### src/rtl/tocg_pkg.sv
// Shared types, widths and codes for the truncated-octahedron chain gather block.
package tocg_pkg;

	localparam int FRAC_BITS = 16;
	localparam int COORD_W   = 32;
	localparam int EDGE_W    = 31;
	localparam int RECIP_W   = 32;
	localparam int DIFF_W    = COORD_W + 1;
	localparam int PROD_W    = DIFF_W + RECIP_W;
	localparam int SH        = FRAC_BITS + 31;
	localparam int NM_W      = PROD_W - SH + 1;
	localparam int N_W       = NM_W + 1;
	localparam int A_W       = EDGE_W + NM_W + 2;
	localparam int SUM_W     = A_W + 4;
	localparam int R_W       = A_W + 2;
	localparam int CFG_AW    = 3;
	localparam int CFG_DW    = 32;
	localparam int NAXES     = 3;

	localparam logic [EDGE_W-1:0]  BOX_EDGE_RESET = EDGE_W'(65536);
	localparam logic [RECIP_W-1:0] RECIP_RESET    = RECIP_W'(64'h8000_0000);

	localparam logic REG_BOX_EDGE = 1'b0;
	localparam logic REG_RECIP    = 1'b1;

	typedef logic signed [COORD_W-1:0] coord_t;
	typedef logic signed [DIFF_W-1:0]  diff_t;
	typedef logic signed [N_W-1:0]     count_t;
	typedef logic signed [A_W-1:0]     red_t;
	typedef logic signed [R_W-1:0]     wide_t;

	typedef enum logic [2:0] {
		ST_IDLE,
		ST_MUL,
		ST_RED,
		ST_TST,
		ST_FIN
	} state_t;

	typedef struct packed {
		logic load_in;
		logic mul;
		logic red;
		logic tst;
		logic load_out;
	} dp_cmd_t;

endpackage

### src/rtl/tocg_ctrl.sv
// Sequencing state machine for the gather datapath and the output handshake.
module tocg_ctrl import tocg_pkg::*; (
	input  logic    clk,
	input  logic    arst_n,
	input  logic    in_valid,
	output logic    in_stall,
	output logic    out_valid,
	input  logic    out_stall,
	output dp_cmd_t cmd
);

	state_t state_q;
	state_t state_d;
	logic   out_valid_q;
	logic   out_free;

	assign out_free = !out_valid_q || !out_stall;

	always_comb begin
		state_d = state_q;
		case (state_q)
			ST_IDLE: if (in_valid) state_d = ST_MUL;
			ST_MUL:  state_d = ST_RED;
			ST_RED:  state_d = ST_TST;
			ST_TST:  state_d = ST_FIN;
			ST_FIN:  if (out_free) state_d = ST_IDLE;
			default: state_d = ST_IDLE;
		endcase
	end

	always_comb begin
		cmd      = '0;
		in_stall = 1'b1;
		case (state_q)
			ST_IDLE: begin
				in_stall    = 1'b0;
				cmd.load_in = in_valid;
			end
			ST_MUL:  cmd.mul = 1'b1;
			ST_RED:  cmd.red = 1'b1;
			ST_TST:  cmd.tst = 1'b1;
			ST_FIN:  cmd.load_out = out_free;
			default: ;
		endcase
	end

	always_ff @(posedge clk or negedge arst_n) begin
		if (!arst_n) begin
			state_q     <= ST_IDLE;
			out_valid_q <= 1'b0;
		end else begin
			state_q <= state_d;
			if (cmd.load_out) begin
				out_valid_q <= 1'b1;
			end else if (!out_stall) begin
				out_valid_q <= 1'b0;
			end
		end
	end

	assign out_valid = out_valid_q;

	a_seq: assert property (@(posedge clk) disable iff (!arst_n)
		(in_valid && !in_stall) |=> (state_q == ST_MUL) ##1 (state_q == ST_RED)
			##1 (state_q == ST_TST) ##1 (state_q == ST_FIN))
		else $error("item sequence broken");

	a_rise: assert property (@(posedge clk) disable iff (!arst_n)
		$rose(out_valid_q) |-> $past(state_q == ST_FIN))
		else $error("result raised outside final step");

	a_hold: assert property (@(posedge clk) disable iff (!arst_n)
		(state_q == ST_FIN && out_valid_q && out_stall) |=> (state_q == ST_FIN))
		else $error("pending result overwritten");

endmodule

### config.mk
export PLATFORM = sky130hd
export DESIGN_NAME = tocg_ctrl
export DESIGN_NICKNAME = d
export VERILOG_FILES = /design/src/rtl/tocg_pkg.sv /design/src/rtl/tocg_ctrl.sv
export SDC_FILE = /design/constraint.sdc
export NUM_CORES = 1
export LEC_CHECK = 0
export BUFFER_PORTS_ARGS = -buffer_cell sky130_fd_sc_hd__buf_2
export CORE_AREA = 2 2 39 41
export CTS_CLUSTER_DIAMETER = 60
export DETAILED_ROUTE_END_ITERATION = 8
export DIE_AREA = 0 0 41 43
export PLACE_DENSITY = 0.4
export SLEW_MARGIN = 20
export SYNTH_ARGS = -nofsm -noshare
export SYNTH_HDL_FRONTEND = slang
export SYNTH_SLANG_ARGS = --single-unit
export TNS_END_PERCENT = 10
### constraint.sdc
create_clock -name clk -period 2.65 [get_ports clk]
set_input_delay 0 -clock clk [delete_from_list [all_inputs] [get_ports clk]]
set_output_delay 0 -clock clk [all_outputs]
set_load 0.03 [all_outputs]
# Yosys cells after proc, flatten, opt, wreduce, memory -nomap -nowiden
# Index checks and enable logic that the tools add are counted.
# totals
ff_bits	4
in_bits	4
output_inout_bits	7
wordCells	25
# op_classes
eq_ne	7
n_mux	11
n_reduce_logical	5
# op_table
cell	n
3-bit one-hot mux with 5 select lines	1
1-bit 2-to-1 mux	8
3-bit by 2-bit equality test with 1-bit output, second input constant	2
3-bit 2-to-1 mux	2
2-bit inequality test, second input constant	2
3-bit by 1-bit equality test with 1-bit output, second input constant	1
3-bit equality test, second input constant	1
3-bit zero test	1
1-bit zero test	2
2-bit by 1-bit inequality test with 1-bit output, second input constant	1
2-bit AND reduction	1
1-bit logical OR	1

# Depth between registers and ports, before layout
# depth
word_depth	4
mapped_depth	2
ltp_nobuf	2

# Worst setup path after synthesis
# No wires, ideal clock.
# synth_timing
path_type	reg2out
startpoint	register state_q[0]
endpoint	output cmd[4] in the netlist's numbering
arrival_ns	1.409
required_ns	2.650
setup_slack_ns	1.241
path_stages_with_launch	3
n_path_buf	0
cell_sequence	dfrtp_1 -> or3_1 -> nor2_1
# synth_lines
element	line_no	rtl
start, declared	tocg_ctrl.sv:12	state_t state_q;
start signal, assigned	tocg_ctrl.sv:52	state_q <= state_d;
end, declared	tocg_ctrl.sv:9	output dp_cmd_t cmd

==> summary.md <==
| Metric | Value |
|---|---|
| Clock root cell | `clkbuf_4` |
| Proportion of netlist area held by the largest area contributor | `53.33%` |
| Detailed placer's ending HPWL | `326.7 um` |
| Rows | `14` |
| Final period utilization | `53.90%` |
| RSZ-0062 raised after global routing | `false` |
| Worst-path maximum fanout | `7` |
| Crit path DAT | `1.43 ns` |
| Max Freq | `700.1 MHz` |
| Yosys reg bits | `4` |
| Top-count cell post-synth | `dfrtp_1` |
| Outcome | `finished, final reports clean` |
| Distinct cell type count after synthesis | `12` |
| DRC Markers | `0` |
| DRC marker count from the first detailed-route iteration | `0` |
| Syn. warnings | `0` |
| Nets | `39` |
| H-tree depth | `1` |
| Tot GR Track Use | `6.848%` |
| GRT overflow | `0` |
| Asr flop ratio synth | `100.0%` |
| Full die area | `1763 sq um` |
| Final core occ | `20.98%` |
| N_diodes | `0` |
| Worst-path clk slew | `0.04 ns` |
| CORE AREA | `1384 sq um` |
| DR vias/cell | `3.755` |
| Slew headroom | `87.18%` |
| Clock buffer depth | `2` |
| Post-cts repair resize count | `0` |
| Crit. End Element | `output port` |
| Top FF cell, synth | `dfrtp_1` |
| Syn avg cell area | `9.878 sq um` |
| Ranking of synthesized cells by area | `dfrtp_1 (53%), nor3b_1 (8.0%), nor2_1 (6.0%)` |
| Final wirelength | `437 um` |
| Cell Area, Synth | `187.7 sq um` |
| Area leader, netlist | `dfrtp_1` |
| Fin crit period | `1.428 ns` |
| Pleak | `0.1559 nW` |
| GPL Wtd Cong | `0.6417` |
| Worst endpoint required time | `2.65 ns` |
| Remaining antenna violation count | `0` |
| Layout cells sized above 1 | `39.39%` |
| Vias in the first global route | `174` |
| Clock buffer count from CTS | `3` |
| WS Path Type | `reg2out` |
| Cells after synthesis | `19` |
| Final setup fails | `0` |
| TritonCTS clock tree | `done` |
| Crit path launch type | `flip-flop` |
| Pins Over Slew Limit | `0` |
| Syn nets | `23` |
| Via count | `184` |
| Starting Density | `13.56%` |
| Worst min path class | `in2reg` |
| Clock latency on the worst-skew pair | `0.24 ns` |
| Sequential fraction of the synthesis area | `53.33%` |
| Pin count of the biggest net entering global routing | `8` |
| Die Span X | `41 um` |
| Fin. Hold Viols | `0` |
| Area grow syn2layout | `54.67%` |
| First-pass GRT wire length | `717 um` |
| DR WL/cell | `8.918 um` |
| Fin Setup TNS | `0 ns` |
| Drt pass-1 iters | `1` |
| Worst Hold Margin | `0.001239 ns` |
| Top-Level Pins | `11` |
| Buffers on Ports | `10` |
| P per Cell Area | `1489 nW/um^2` |
| Antenna violations before repair | `0` |
| Worst vdd ir | `688.5 uV` |
| Layout Skew | `0.0006643 ns` |
| Clock sinks | `4` |
| Synth top cells by count | `dfrtp_1 (4), nor2_1 (3), nand2_1 (2), nor3b_1 (2)` |
| Die height | `43 um` |
| EDFF count, synth | `0` |
| Max Cap Violations | `0` |
| Slew @ Worst Pin | `0.1923 ns` |
==> cell type report <==
cell class | count | area (sq um)
sequential | 4 | 100.1
fill | 158 | 1094
tap | 16 | 20.02
inverter | 1 | 3.754
multi-input combinational | 14 | 83.83
clock buffer | 3 | 22.52
timing repair buffer | 11 | 60.06
==> critical path, stage by stage, from the launching register on <==
cell	delay [ns]
dfrtp_1	0.43
or3b_1	0.43
a21oi_1	0.12
buf_2	0.21
==> cell usage in the layout (no fill, tap or decap) <==
cell type       n
buf_2          10
dfrtp_1         4
nor2_1          3
clkbuf_4        3
nor3b_1         2
nand2_1         2
and3b_1         1
or3_1           1
or3b_1          1
a21oi_1         1
inv_1           1
o21bai_1        1
xnor2_1         1
nor3_1          1
dlygate4sd3_1   1
==> cells by family (layout without fill, tap and decap cells) <==
family,count (synthesis),in the layout,share of synthesized area (%)
and+or+nand+nor,11,11,33.33
DFF,4,4,53.34
AOI/OAI and AO/OA,2,2,6.666
xor gates and xnor gates,1,1,4.668
buffers and inverters,1,15,1.998
==> worst paths after layout <==
check                                 from    endpoint  slack [ns]  cells after the start
worst max-delay path            state_q[0]      cmd[0]        1.22                      3
worst min-delay path             out_stall   out_valid       0.001                      3
worst max register to register  state_q[0]  state_q[2]        1.58                      2
worst min register to register   out_valid   out_valid        0.52                      2
max in group asynchronous           arst_n  state_q[0]        2.43                      2
min in group asynchronous           arst_n   out_valid        0.10                      2
==> routing by layer <==
layer | share of wire [%] | vias up | GRT usage [%] | wire length [um]
met1 | 46 | 76 | 7.468 | 201
met5 | 0 | - | 0 | 0
met3 | 20 | 0 | 9.424 | 89
li1 | - | 93 | - | -
met2 | 33 | 15 | 7.500 | 146
met4 | 0 | 0 | 2.000 | 0
==> metrics by stage <==
step	total power, mW	instances	cell area, sq um	setup slack, ns
4_1_cts	0.4385	49	290.3	1.206
2_1_floorplan	0.2916	19	187.7	1.241
3_3_place_gp	0.3474	45	257.7	1.501
6_report	0.4322	49	290.3	1.222
5_1_grt	0.4698	49	290.3	1.129
3_5_place_dp	0.3550	45	257.7	1.463
==> registers in the layout, indices dropped and copies added (netlist names) <==
name	count
state_q	3
out_valid	1
==> what timing repair did <==
item / CTS / global route
hold buffers: 1 / 0
hold endpoints to repair: 4 / 0
buffers inserted: 0 / 0
==> power breakdown <==
group	internal, mW	switching (mW)
Clock	0.0509	0.0278
Combinational	0.0784	0.146
Sequential	0.0904	0.0387
(Power assumes the default switching activity.)
