$ cat src/rtl/tocg_pkg.sv
// Shared types, widths and codes for the truncated-octahedron chain gather block.
package tocg_pkg;

	localparam int FRAC_BITS = 16;
	localparam int COORD_W   = 32;
	localparam int EDGE_W    = 31;
	localparam int RECIP_W   = 32;
	localparam int DIFF_W    = COORD_W + 1;
	localparam int PROD_W    = DIFF_W + RECIP_W;
	localparam int SH        = FRAC_BITS + 31;
	localparam int NM_W      = PROD_W - SH + 1;
	localparam int N_W       = NM_W + 1;
	localparam int A_W       = EDGE_W + NM_W + 2;
	localparam int SUM_W     = A_W + 4;
	localparam int R_W       = A_W + 2;
	localparam int CFG_AW    = 3;
	localparam int CFG_DW    = 32;
	localparam int NAXES     = 3;

	localparam logic [EDGE_W-1:0]  BOX_EDGE_RESET = EDGE_W'(65536);
	localparam logic [RECIP_W-1:0] RECIP_RESET    = RECIP_W'(64'h8000_0000);

	localparam logic REG_BOX_EDGE = 1'b0;
	localparam logic REG_RECIP    = 1'b1;

	typedef logic signed [COORD_W-1:0] coord_t;
	typedef logic signed [DIFF_W-1:0]  diff_t;
	typedef logic signed [N_W-1:0]     count_t;
	typedef logic signed [A_W-1:0]     red_t;
	typedef logic signed [R_W-1:0]     wide_t;

	typedef enum logic [2:0] {
		ST_IDLE,
		ST_MUL,
		ST_RED,
		ST_TST,
		ST_FIN
	} state_t;

	typedef struct packed {
		logic load_in;
		logic mul;
		logic red;
		logic tst;
		logic load_out;
	} dp_cmd_t;

endpackage

$ cat src/rtl/tocg_regs.sv
// Configuration register file with APB-style access.
module tocg_regs import tocg_pkg::*; (
	input  logic                clk,
	input  logic                arst_n,
	input  logic                psel,
	input  logic                penable,
	input  logic                pwrite,
	input  logic [CFG_AW-1:0]   paddr,
	input  logic [CFG_DW-1:0]   pwdata,
	output logic [CFG_DW-1:0]   prdata,
	output logic                pready,
	output logic [EDGE_W-1:0]   box_edge,
	output logic [RECIP_W-1:0]  box_edge_reciprocal
);

	logic [EDGE_W-1:0]  box_edge_q;
	logic [RECIP_W-1:0] recip_q;
	logic               wr_en;

	assign pready = 1'b1;
	assign wr_en  = psel && penable && pwrite;

	always_ff @(posedge clk or negedge arst_n) begin
		if (!arst_n) begin
			box_edge_q <= BOX_EDGE_RESET;
			recip_q    <= RECIP_RESET;
		end else if (wr_en) begin
			case (paddr[2])
				REG_BOX_EDGE: box_edge_q <= pwdata[EDGE_W-1:0];
				REG_RECIP:    recip_q    <= pwdata[RECIP_W-1:0];
				default:      ;
			endcase
		end
	end

	always_comb begin
		case (paddr[2])
			REG_BOX_EDGE: prdata = CFG_DW'(box_edge_q);
			REG_RECIP:    prdata = CFG_DW'(recip_q);
			default:      prdata = '0;
		endcase
	end

	assign box_edge            = box_edge_q;
	assign box_edge_reciprocal = recip_q;

endmodule

$ cat config.mk
export PLATFORM = sky130hd
export DESIGN_NAME = tocg_regs
export DESIGN_NICKNAME = d
export VERILOG_FILES = /design/src/rtl/tocg_pkg.sv /design/src/rtl/tocg_regs.sv
export SDC_FILE = /design/constraint.sdc
export NUM_CORES = 1
export LEC_CHECK = 0
export BUFFER_PORTS_ARGS = -buffer_cell sky130_fd_sc_hd__buf_2
export CORE_MARGIN = 5
export CORE_UTILIZATION = 46
export CTS_CLUSTER_DIAMETER = 100
export DETAILED_ROUTE_END_ITERATION = 8
export PLACE_DENSITY = 0.79
export SLEW_MARGIN = 30
export SYNTH_ARGS = -nofsm -noshare
export SYNTH_HDL_FRONTEND = slang
export SYNTH_SLANG_ARGS = --single-unit
$ cat constraint.sdc
create_clock -name clk -period 1.45 [get_ports clk]
set_clock_uncertainty 0.15 [all_clocks]
set_input_delay 0.29 -clock clk [delete_from_list [all_inputs] [get_ports clk]]
set_output_delay 0.29 -clock clk [all_outputs]
set_load 0.01 [all_outputs]
# [Word level (Yosys, flattened, before mapping)]
# Cells that the tools add are included.
[word_totals] ff_bits=63 word_cells=8 inputBits=40 out_inout_bits=96
[op_classes] n_bitwise=1 n_mux=1 n_reduce_logical=4
[ops] cell="32-bit case mux with 2 select lines" n=1
[ops] cell="2-bit AND reduction" n=2
[ops] cell="1-bit logical AND" n=2
[ops] cell="1-bit inverter" n=1

# [Longest topological paths before layout]
[depth] ltp_word=3 ltp_mapped=4 mapped_depth_nobuf=2

# [Least setup slack after synthesis]
# No wires, ideal clock.
[synth_timing] path_type="input-to-output" start="input paddr[2]" end="output prdata[10]" slack_ns=0.042 arrival_time_ns=0.968 stages=3 required_time_ns=1.010 path_cell_list="buf_6 -> buf_2 -> mux2_2"
[synth_via] elab_chain_cells=2
[synth_rtl] item="start, declared" line_no="tocg_regs.sv:8" source="input logic [CFG_AW-1:0] paddr,"
[synth_rtl] item="1-bit inverter (no line)"
[synth_rtl] item="32-bit case mux with 2 select lines *" line_no="tocg_regs.sv:37" source="case (paddr[2])"
[synth_rtl] item="end, declared" line_no="tocg_regs.sv:10" source="output logic [CFG_DW-1:0] prdata,"
# Mark *: on every way between the ends. The rest lies on a longest branch, timed or not.

# [Worst setup path after layout]
[layout_timing] start="register box_edge_q[28], in the netlist box_edge[28]" end="output prdata[28]"
[layout_via] elab_chain_cells=1
[layout_rtl] item="start, declared" line_no="tocg_regs.sv:16" source="logic [EDGE_W-1:0] box_edge_q;"
[layout_rtl] item="start signal, assigned" line_no="tocg_regs.sv:29" source="REG_BOX_EDGE: box_edge_q <= pwdata[EDGE_W-1:0];"
[layout_rtl] item="32-bit case mux with 2 select lines" line_no="tocg_regs.sv:37"
# No other way between the ends.

==> out/metrics.sh <==
CTS_INSERTED_BUFFERS=9
DR.PASS1.ITERS=4
FINAL-SETUP-VIOL-COUNT=33
ROW_COUNT=29
DP_SLACK_NS=-0.1536
ANTENNA_CELLS_INSERTED=0
CTS.PATH.MAX_BUFFERS=2
ANTENNA_FOUND_INITIAL=0
POST-DP-HPWL_UM=4836
SYNTH_FLOP_CELL='dfrtp_1'
PERIOD_NEEDED_NS=1.581
VDD.IR_DROP.WORST_mV=1.067
CP-START-KIND='register'
SYNTH_AREA_LEADER='dfrtp_1'
HTREEDEPTH=3
TRITONCTS_NUM_SINKS=63
SYN-CELL-AREA_UM2=2907
CELLPOWERDENSITY_nW_PER_UM2=1489
DIE_Y_UM=89.49
FINAL_CELLS=442
DIEAREA_UM2=8008
NETLIST_TOP_CELLS_AREA='dfrtp_1 53%, mux2_2 24%, mux2_4 15%, buf_6 2.7%, dfstp_2 1.8%'
SYN-MEAN-INSTANCE-AREA_UM2=16.90
FINAL_NET_COUNT=400
SOURCE_TO_SINK_CLOCK_DELAY_AT_THE_LATER_PIN_OF_THE_WORST_SKEW_PAIR_NS=0.33
DRTANTENNAVIOLNETS=0
IO-PIN-COUNT=136
GLOBAL_PLACER_S_FINAL_WEIGHTED_CONGESTION=0.7106
YS_FF_LATCH=63
CP.REQUIRED_NS=1.01
WIRE_LENGTH_OF_THE_FIRST_GLOBAL_ROUTING_PASS_UM=11790
POSTROUTEWIRELENGTH_UM=8303
FINALHOLDVIOLATIONS=0
CLASS_OF_THE_WORST_HOLD_PATH='input port to register'
INITIAL_UTILIZATION_PCT=46.57
VIOLATIONS='setup timing'
CTS.CLK_SLEW.WORST_PATHS_NS=0.07
SYNTH_LARGEST_TYPE_AREA_FRACTION_PCT=52.52
FILL_CELLS=348
CTS_ROOT_BUFFER='clkbuf_8'
GLOBALROUTEOVERFLOWTOTAL=0
SYNTH_MOST_COMMON_CELL='mux2_2'
SYNTH_ASYNC_SR_FLOP_SHARE_PCT=100.0
DRV_CAP=0
PLACE_INST=379
SYNTH_ENABLE_FLOP_CELLS=0
SYN-INSTANCE-COUNT=172
TRITONCTS_CLOCK_TREE='built'
PORTBUFFERS=132
DETAIL_ROUTE.VIAS_PER_CELL=4.932
INITIAL_DETAILED_ROUTING_VIOLATION_COUNT=58
DIE_X_UM=89.49
WORSTPATHMAXFANOUT=3
ROUTE.DETAILED.DRC=0
STATIC_LEAK_uW=0.002516
YOSYSUNIQUECELLTYPES=12
TIMING.FINAL.CRIT_SHARE_PCT=109.1
DRIVE_ABOVE_1_SHARE_PCT=81.64
SYNTHESIS_WARNINGS=0
CP_CLASS='register to output pin'
CORE-AREA_UM2=6241
DR_TOTAL_VIAS=2180
TIMING.CRITICAL_PATH.TO_TYPE='output pin'
SYN_NETS=212
CLOCK.FMAX_MHz=632.3
GRT_PASS1_VIAS=2383
RSZ0062_AT_GRT='true'
SYNTH_SEQ_AREA_SHARE_PCT=54.33
CRITICAL_PATH_ARRIVAL_NS=1.14
GLOBALROUTETOTALUTIL_PCT=19.41
OUTCOME='complete, but fails checks'
SYNTH_COMMON_CELLS='62 x mux2_2, 61 x dfrtp_1, 30 x mux2_4, 7 x buf_6, 3 x buf_2'
POSTLAYOUTSETUPSLACKWORST_NS=-0.1314
SYNTHTOLAYOUTAREAGROWTH_PCT=65.78
MAXIMUM_NUMBER_OF_PINS_ON_ONE_NET_BEFORE_GLOBAL_ROUTE_REPAIR=64
FINAL-MAX-SLEW-VIOLATION-COUNT=0
ROUTEDWLPERCELL_UM=18.79
==> state kept, by name, indices dropped and copies added (netlist names) <==
register	count
box_edge_reciprocal	32
box_edge	31
==> worst paths after layout <==
| kind | to | startpoint | slack, ns | depth (start not counted) |
|---|---|---|---|---|
| worst max-delay path | prdata[28] | box_edge[28] | -0.13 | 2 |
| worst min-delay path | box_edge_reciprocal[5] | pwdata[5] | 0.04 | 2 |
| worst max register to register | box_edge_reciprocal[6] | box_edge_reciprocal[6] | 0.36 | 2 |
| worst min register to register | box_edge_reciprocal[5] | box_edge_reciprocal[5] | 0.38 | 1 |
| max in group asynchronous | box_edge[16] | arst_n | 0.47 | 3 |
| min in group asynchronous | box_edge_reciprocal[27] | arst_n | 0.35 | 3 |
==> routing by layer <==
| metal | vias up | GRT usage [%] | wire length, um |
|---|---|---|---|
| met4 | 0 | 6.901 | 123 |
| li1 | 990 | - | - |
| met1 | 1085 | 23.15 | 3217 |
| met2 | 92 | 33.49 | 4330 |
| met3 | 13 | 5.438 | 633 |
| met5 | - | 0 | 0 |
==> report_power, final <==
part	switching [uW]	internal [uW]
logic	1090	1920
registers	283	2160
clock network	658	1060
==> worst max-delay path, stage by stage (launching register included) <==
cell	delay (ns)
dfrtp_1	0.41
mux2_2	0.29
buf_6	0.13
==> cell families (layout without fill, tap and decap cells) <==
kind of cell  after synthesis  after routing  share of synthesized area [%]
flops                      63             63                          54.33
mux                        94             94                          40.29
other cells                 1              1                         0.1290
buf+inv                    11            204                          3.487
simple gates                3              3                          1.765
==> repair_timing <==
item / 4_1_cts / 5_1_grt
gates cloned: 1 / 0
pin swaps: 1 / 0
gates resized for setup: 43 / 51
hold buffers: 1 / 0
endpoints found under the setup margin: 32 / 60
setup buffers: 40 / 7
endpoints found under the hold margin: 61 / 0
==> cell usage in the layout (no fill, tap or decap) <==
cell type / instances
dfrtp_1: 61
clkinv_2: 1
dlygate4sd3_1: 1
mux2_2: 45
bufinv_16: 2
buf_6: 72
buf_2: 71
clkbuf_1: 2
nand4_4: 1
nand4b_4: 1
dfstp_2: 2
buf_4: 35
mux2_1: 2
mux2_4: 47
buf_12: 8
conb_1: 1
buf_16: 1
and2_4: 1
clkbuf_8: 11
==> stage by stage <==
| step | area [um^2] | hold slack (ns) | power (uW) | util [%] | setup TNS (ns) |
|---|---|---|---|---|---|
| global placement | 3730 | 0.1768 | 4247 | 59.76 | -4.021 |
| floorplan | 2907 | -0.1556 | 3459 | - | 0 |
| CTS | 4523 | 0.02802 | 6764 | 72.47 | -3.634 |
| global route | 4818 | 0.03407 | 7505 | 77.21 | -4.890 |
| finish | 4818 | 0.04064 | 7173 | 77.21 | -3.610 |
| detailed placement | 3730 | 0.1798 | 4314 | 59.76 | -5.141 |
==> final cells by class <==
| class | instances | area [um^2] | share of cell area (%) |
|---|---|---|---|
| Tap cell | 77 | 96.34 | 1.999 |
| Timing Repair Buffer | 188 | 1627 | 33.76 |
| Sequential cell | 63 | 1579 | 32.77 |
| Multi-Input combinational cell | 98 | 1292 | 26.82 |
| Clock inverter | 3 | 65.06 | 1.350 |
| Clock buffer | 13 | 158.9 | 3.298 |
Note: power is estimated with default switching activity, not from simulation.
